[src/clpul_pkg.sv]
// Shared types and constants for the closest lattice point unit.
// Used by the sequencer top level and the shared multiply/divide unit.
// No dependencies.
package clpul_pkg;

    localparam int MAX_TERMS_DEF   = 48;
    localparam int VALUE_WIDTH_DEF = 31;

    // Datapath width of the shared unit and of all convergent values.
    localparam int ARITH_W = 64;

    // Saturated line differences lie in [-2^40, 2^40].
    localparam int DIFF_W = 42;
    localparam logic signed [ARITH_W-1:0] DIFF_SAT = 64'sh0000_0100_0000_0000;

    localparam int STEP_CAP = 64;
    localparam int STEP_W   = 7;

    // Step count t is clamped to [0, 2^31].
    localparam int T_W = 32;
    localparam logic [T_W-1:0] T_MAX = 32'h8000_0000;

    localparam int X_W = 31;
    localparam int Y_W = 62;

    // Seed convergents p/q at indexes 0 and 1.
    localparam logic [ARITH_W-1:0] SEED_NUM0 = 64'd0;
    localparam logic [ARITH_W-1:0] SEED_NUM1 = 64'd1;
    localparam logic [ARITH_W-1:0] SEED_DEN0 = 64'd1;
    localparam logic [ARITH_W-1:0] SEED_DEN1 = 64'd0;

    typedef enum logic [1:0] {
        AR_IDLE,
        AR_MUL,
        AR_DIV
    } t_arith_state;

    typedef enum logic [1:0] {
        OP_MUL,
        OP_DIV,
        OP_DIV_SHORT
    } t_arith_op;

    typedef struct packed {
        logic      start;
        t_arith_op op;
    } t_arith_req;

    typedef enum logic [4:0] {
        S_IDLE,
        S_PREP,
        S_INIT,
        S_EU_CHECK,
        S_EU_DIV,
        S_EU_MP,
        S_EU_MQ,
        S_PH_DIV,
        S_WK_CHECK,
        S_RD_M,
        S_RD_I,
        S_RD_N,
        S_RD_L,
        S_DI_CHK,
        S_ST_CHECK,
        S_ST_CMP,
        S_ST_T,
        S_ST_DP,
        S_ST_DQ,
        S_ST_K,
        S_ST_DD,
        S_ST_D0,
        S_ST_LIM,
        S_ST_UQ,
        S_ST_UP,
        S_LD_CY,
        S_LD_AX,
        S_FINISH
    } t_seq_state;

endpackage

[src/clpul_arith.sv]
// Shared iterative unit: shift-add multiplier (mod 2^64) and restoring divider.
// Depends on clpul_pkg.
module clpul_arith #(
    parameter int VALUE_WIDTH = clpul_pkg::VALUE_WIDTH_DEF
) (
    input  logic                             i_clk,
    input  logic                             i_rst_n,
    input  clpul_pkg::t_arith_req            i_req,
    input  logic [clpul_pkg::ARITH_W-1:0]    i_opa,
    input  logic [clpul_pkg::ARITH_W-1:0]    i_opb,
    output logic                             o_done,
    output logic [clpul_pkg::ARITH_W-1:0]    o_acc,
    output logic [clpul_pkg::ARITH_W-1:0]    o_quo
);

    localparam int W     = clpul_pkg::ARITH_W;
    localparam int CNT_W = $clog2(W + 1);

    clpul_pkg::t_arith_state r_state, n_state;
    logic [W-1:0]     r_acc, n_acc;
    logic [W-1:0]     r_mc, n_mc;
    logic [W-1:0]     r_mp, n_mp;
    logic [CNT_W-1:0] r_cnt, n_cnt;
    logic [W:0]       rem_sh;
    logic [W:0]       rem_sub;

    // In a division r_acc is the partial remainder, r_mc the dividend that
    // turns into the quotient and r_mp the divisor.
    assign rem_sh  = {r_acc, r_mc[W-1]};
    assign rem_sub = rem_sh - {1'b0, r_mp};

    always_comb begin
        n_state = r_state;
        n_acc   = r_acc;
        n_mc    = r_mc;
        n_mp    = r_mp;
        n_cnt   = r_cnt;
        o_done  = 1'b0;
        unique case (r_state)
            clpul_pkg::AR_IDLE: begin
                if (i_req.start) begin
                    n_acc = '0;
                    n_mp  = i_opb;
                    unique case (i_req.op)
                        clpul_pkg::OP_MUL: begin
                            n_mc    = i_opa;
                            n_state = clpul_pkg::AR_MUL;
                        end
                        clpul_pkg::OP_DIV: begin
                            n_mc    = i_opa;
                            n_cnt   = CNT_W'(W);
                            n_state = clpul_pkg::AR_DIV;
                        end
                        clpul_pkg::OP_DIV_SHORT: begin
                            // Narrow dividend: skip its known leading zeros.
                            n_mc    = i_opa << (W - VALUE_WIDTH);
                            n_cnt   = CNT_W'(VALUE_WIDTH);
                            n_state = clpul_pkg::AR_DIV;
                        end
                        default: begin
                            n_state = clpul_pkg::AR_IDLE;
                        end
                    endcase
                end
            end
            clpul_pkg::AR_MUL: begin
                if (r_mp == '0) begin
                    o_done  = 1'b1;
                    n_state = clpul_pkg::AR_IDLE;
                end else begin
                    if (r_mp[0]) begin
                        n_acc = r_acc + r_mc;
                    end
                    n_mc = {r_mc[W-2:0], 1'b0};
                    n_mp = {1'b0, r_mp[W-1:1]};
                end
            end
            clpul_pkg::AR_DIV: begin
                if (r_cnt == '0) begin
                    o_done  = 1'b1;
                    n_state = clpul_pkg::AR_IDLE;
                end else begin
                    if (!rem_sub[W]) begin
                        n_acc = rem_sub[W-1:0];
                        n_mc  = {r_mc[W-2:0], 1'b1};
                    end else begin
                        n_acc = rem_sh[W-1:0];
                        n_mc  = {r_mc[W-2:0], 1'b0};
                    end
                    n_cnt = r_cnt - CNT_W'(1);
                end
            end
            default: begin
                n_state = clpul_pkg::AR_IDLE;
            end
        endcase
    end

    always_ff @(posedge i_clk) begin
        if (!i_rst_n) begin
            r_state <= clpul_pkg::AR_IDLE;
        end else begin
            r_state <= n_state;
        end
    end

    always_ff @(posedge i_clk) begin
        r_acc <= n_acc;
        r_mc  <= n_mc;
        r_mp  <= n_mp;
        r_cnt <= n_cnt;
    end

    assign o_acc = r_acc;
    assign o_quo = r_mc;

endmodule

[config.mk]
export PLATFORM = sky130hd
export DESIGN_NAME = clpul_arith
export DESIGN_NICKNAME = d
export VERILOG_FILES = /design/src/clpul_pkg.sv /design/src/clpul_arith.sv
export SDC_FILE = /design/constraint.sdc
export NUM_CORES = 1
export LEC_CHECK = 0
export ABC_CLOCK_PERIOD_IN_PS = 4800
export BUFFER_PORTS_ARGS = -buffer_cell sky130_fd_sc_hd__buf_2
export CAP_MARGIN = 10
export CORE_MARGIN = 5
export CORE_UTILIZATION = 53
export DETAILED_ROUTE_END_ITERATION = 6
export PLACE_DENSITY = 0.83
export SLEW_MARGIN = 20
export SYNTH_ARGS = -nofsm -noshare
export SYNTH_HDL_FRONTEND = slang
export SYNTH_SLANG_ARGS = --single-unit
export TNS_END_PERCENT = 1
[constraint.sdc]
create_clock -name i_clk -period 4.8 [get_ports i_clk]
set_input_delay 0.48 -clock i_clk [delete_from_list [all_inputs] [get_ports i_clk]]
set_output_delay 0.48 -clock i_clk [all_outputs]
set_load 0.1 [all_outputs]
==> run_results.csv <==
group,metric,value,unit
timing,fmax,0.234,GHz
logic_synthesis,ys.flop_type,"edfxtp_1",
timing,timing.final.ws_setup,0.521,ns
worst_hold_path,hp-class,"in2reg",
clock_network,cts-root-buf,"clkbuf_16",
logic_synthesis,synth_top_family_by_area,"compound AO/OA/AOI/OAI gates",
power,power_switching,4.99,mW
floorplanning,die_w,189,um
worst_setup_path,critical_path_class,"reg2reg",
logic_synthesis,yosys.area_share.simple,12.2,%
timing,finalHoldViolCount,0,
timing,fin_skew,0.0124,ns
clock_network,cts.sinks,201,
power,power_frac_seq,27.2,%
worst_setup_path,critPathTopFamily,"compound AO/OA/AOI/OAI gates",
worst_setup_path,crit_arrival,4.55,ns
placed_design,place.port_buffers,261,
logic_synthesis,synthMuxAreaShare,8.92,%
global_routing,grt_first_pass_wirelength,87.8,mm
timing,fin_crit_sh,89.1,%
final_layout,final_cell_mix,"buf_2 (261), edfxtp_1 (199), nand2_1 (162)",
worst_setup_path,crit_buf_inv,1,
worst_hold_path,hold_start,"i_rst_n",
floorplanning,io-pin-count,262,
worst_setup_path,r2r-start,"r_mp[0]$_DFFE_PP_",
logic_synthesis,synth_edf_count,199,
logic_synthesis,syn_inst,1791,
power,powerDensity,521,nW/um2
clock_network,cts_tree,"built",
clock_network,htreeDepth,1,
route,first_pass_iters,5,
logic_synthesis,synth_cell_types,89,
outcome,status,"finished, final reports clean",
clock_network,ctsLongestPathBuffers,3,
worst_setup_path,critPathSlowestCell,"edfxtp_1",
clock_network,postCtsSetupRepairBufs,0,
power,p_clk_share,19.0,%
placed_design,globalplace.congestion,1.00,
final_layout,synthToLayoutAreaGrowth,14.6,%
logic_synthesis,synthArstFlopShare,0,%
power,power,10.1,mW
logic_synthesis,synth_compound_area_share,22.3,%
worst_setup_path,crit_required,5.07,ns
floorplanning,die-area,35700,um2
logic_synthesis,netlist_area,17000,um2
flow_run,drv_cap,0,
clock_network,cts.hold.buffers_added,0,
power,pwr-share-comb,53.8,%
worst_setup_path,cp-start-kind,"register",
power,p_leak,8.31,nW
global_routing,grt_start_max_net_pins,73,
power,swShare,49.3,%
logic_synthesis,synth-adder-area-share,10.3,%
placed_design,dp_cells,2385,
clock_network,path_clk_slew,0.06,ns
logic_synthesis,ys_seq_elements,201,
route,num_vias,15700,
route,via_per_inst,6.47,
worst_setup_path,crit_path_end,"o_acc[7]$_DFFE_PP_",
route,drt-total-wl,58.7,mm
worst_setup_path,cp.depth,13,
timing,setup_violations,0,
logic_synthesis,avgSynthCellArea,9.47,um2
floorplanning,coreArea,31600,um2
placed_design,place_ws,0.594,ns
timing,tightest_slew,1.20,ns
worst_setup_path,path_cells,"ha_1, fa_1, nor2b_4, o31ai_2, a31oi_4, o21ai_1, o31a_1, o32a_1, a211o_1, o2111ai_4, buf_12, mux2i_1, o22ai_1",
clock_network,clkLatencyLatePin,0.56,ns
floorplanning,die_h,189,um
logic_synthesis,yosysSeqAreaShare,35.5,%
worst_setup_path,ff2ff_path_depth,13,
global_routing,antenna_found_initial,1,
worst_setup_path,rrSetupSlack,0.52,ns
clock_network,numCtsBuffers,26,
worst_setup_path,timing.rr.end,"o_acc[7]$_DFFE_PP_",
final_layout,final_layout_size_suffix_gt1_share,20.7,%
final_layout,final_common_cell,"buf_2",
route,post_drt_wl_per_cell,24.1,um
floorplanning,rows,65,
timing,rsz0062_at_grt,"false",
worst_setup_path,cp-end-kind,"register",
power,p_int,5.13,mW
global_routing,grt-ovfl-total,0,
floorplanning,start_util,53.7,%
logic_synthesis,synth_xor_area_share,6.46,%
route,post-route-drc-count,0,
logic_synthesis,synth_warnings,0,
route,drt_iter0_markers,1941,
timing,final_max_slew_viol_count,0,
logic_synthesis,syn-num-nets,2062,
global_routing,grt_pass1_vias,15000,
power,irDropWorstVdd,406,uV
final_layout,n_fill_cell,2703,
worst_setup_path,path_max_fanout,49,
placed_design,dp.final_hpwl,46.6,mm
worst_setup_path,critPathLaunch,"r_mp[0]$_DFFE_PP_",
timing,slew_headroom,19.3,%
worst_setup_path,slowest_delay,0.54,ns
route,antenna_left,0,
final_layout,antenna_cells,0,
final_layout,instances_no_fill,2433,
clock_network,cts_resized,0,
global_routing,grtUsageTotal,31.3,%
timing,min_period,4.28,ns
final_layout,final_nets,2283,
[final cells by class]
type | instances | area, um2 | area share, %
sequential | 201 | 6020 | 31.0
multi-input combinational | 1408 | 10300 | 52.8
clock buffer | 33 | 698 | 3.59
timing repair buffer | 275 | 1440 | 7.43
clock inverter | 14 | 135 | 0.696
inverter | 100 | 375 | 1.93
tap | 402 | 503 | 2.59
[cells in the mapped netlist (all sizes together), types with 51 or more instances]
library cell	number	share of area, %
edfxtp	199	35
a21oi	162	4.8
nand2	162	3.6
ha	136	10
o21ai	130	3.8
inv	100	2.2
nor2	82	1.8
mux2i	79	4.7
xnor2	74	3.8
mux2	64	4.3
o22ai	52	1.9
clkbuf	51	1.1
xor2	51	2.6
[sequential cells by signal, summed over array words and instances, names as in the netlist]
register and count:
r_state 2, o_acc 64, o_quo 64, r_cnt 7
r_mp 64
[worst min-delay path by stage]
stage / end / slack [ns] / depth (start not counted)
5_1_grt: r_state[0]$_SDFFE_PN0P_ / 0.16 / 2
3_5_place_dp: r_mp[26]$_DFFE_PP_ / 0.60 / 1
6_report: r_state[0]$_SDFFE_PN0P_ / 0.15 / 2
4_1_cts: r_state[0]$_SDFFE_PN0P_ / 0.14 / 2
2_1_floorplan: r_cnt[5]$_SDFFCE_PN0P_ / 0.57 / 2
3_3_place_gp: o_quo[1]$_DFFE_PP_ / 0.59 / 1
[logic make-up (layout without fill, tap and decap cells)]
family / Yosys count / count (layout)
AOI/OAI and AO/OA: 577 / 577
muxes: 143 / 143
and+or+nand+nor: 425 / 425
adders and majority gates: 138 / 138
DFF: 201 / 201
buffers and inverters: 182 / 422
xor gates and xnor gates: 125 / 125
[power by group through the flow]
stage               sequential [mW]  clock (mW)  combinational [mW]
finish                         2.76        1.92                5.44
global route                   2.77        2.01                5.79
CTS                            2.74        1.94                5.35
detailed placement             2.77           0                5.32
global placement               2.76           0                5.28
floorplan                      3.83           0                3.00
[per-layer routing]
| metal | GRT usage (%) | share of wire [%] | up-vias |
|---|---|---|---|
| met3 | 5.37 | 11 | 128 |
| li1 | - | - | 7243 |
| met5 | 0 | 0.020 | - |
| met1 | 45.2 | 42 | 7450 |
| met4 | 11.8 | 4.4 | 2 |
| met2 | 47.4 | 43 | 917 |
[stage by stage]
step	hold WS, ns	util, %	instance area [um2]	TNS [ns]
2_1_floorplan	0.572	-	17000	-9.16
4_1_cts	0.139	61.5	19400	0
3_5_place_dp	0.598	58.8	18600	0
5_1_grt	0.162	61.6	19400	0
6_report	0.147	61.6	19400	0
3_3_place_gp	0.587	58.8	18600	0
Power figures use the tool's default switching activity.
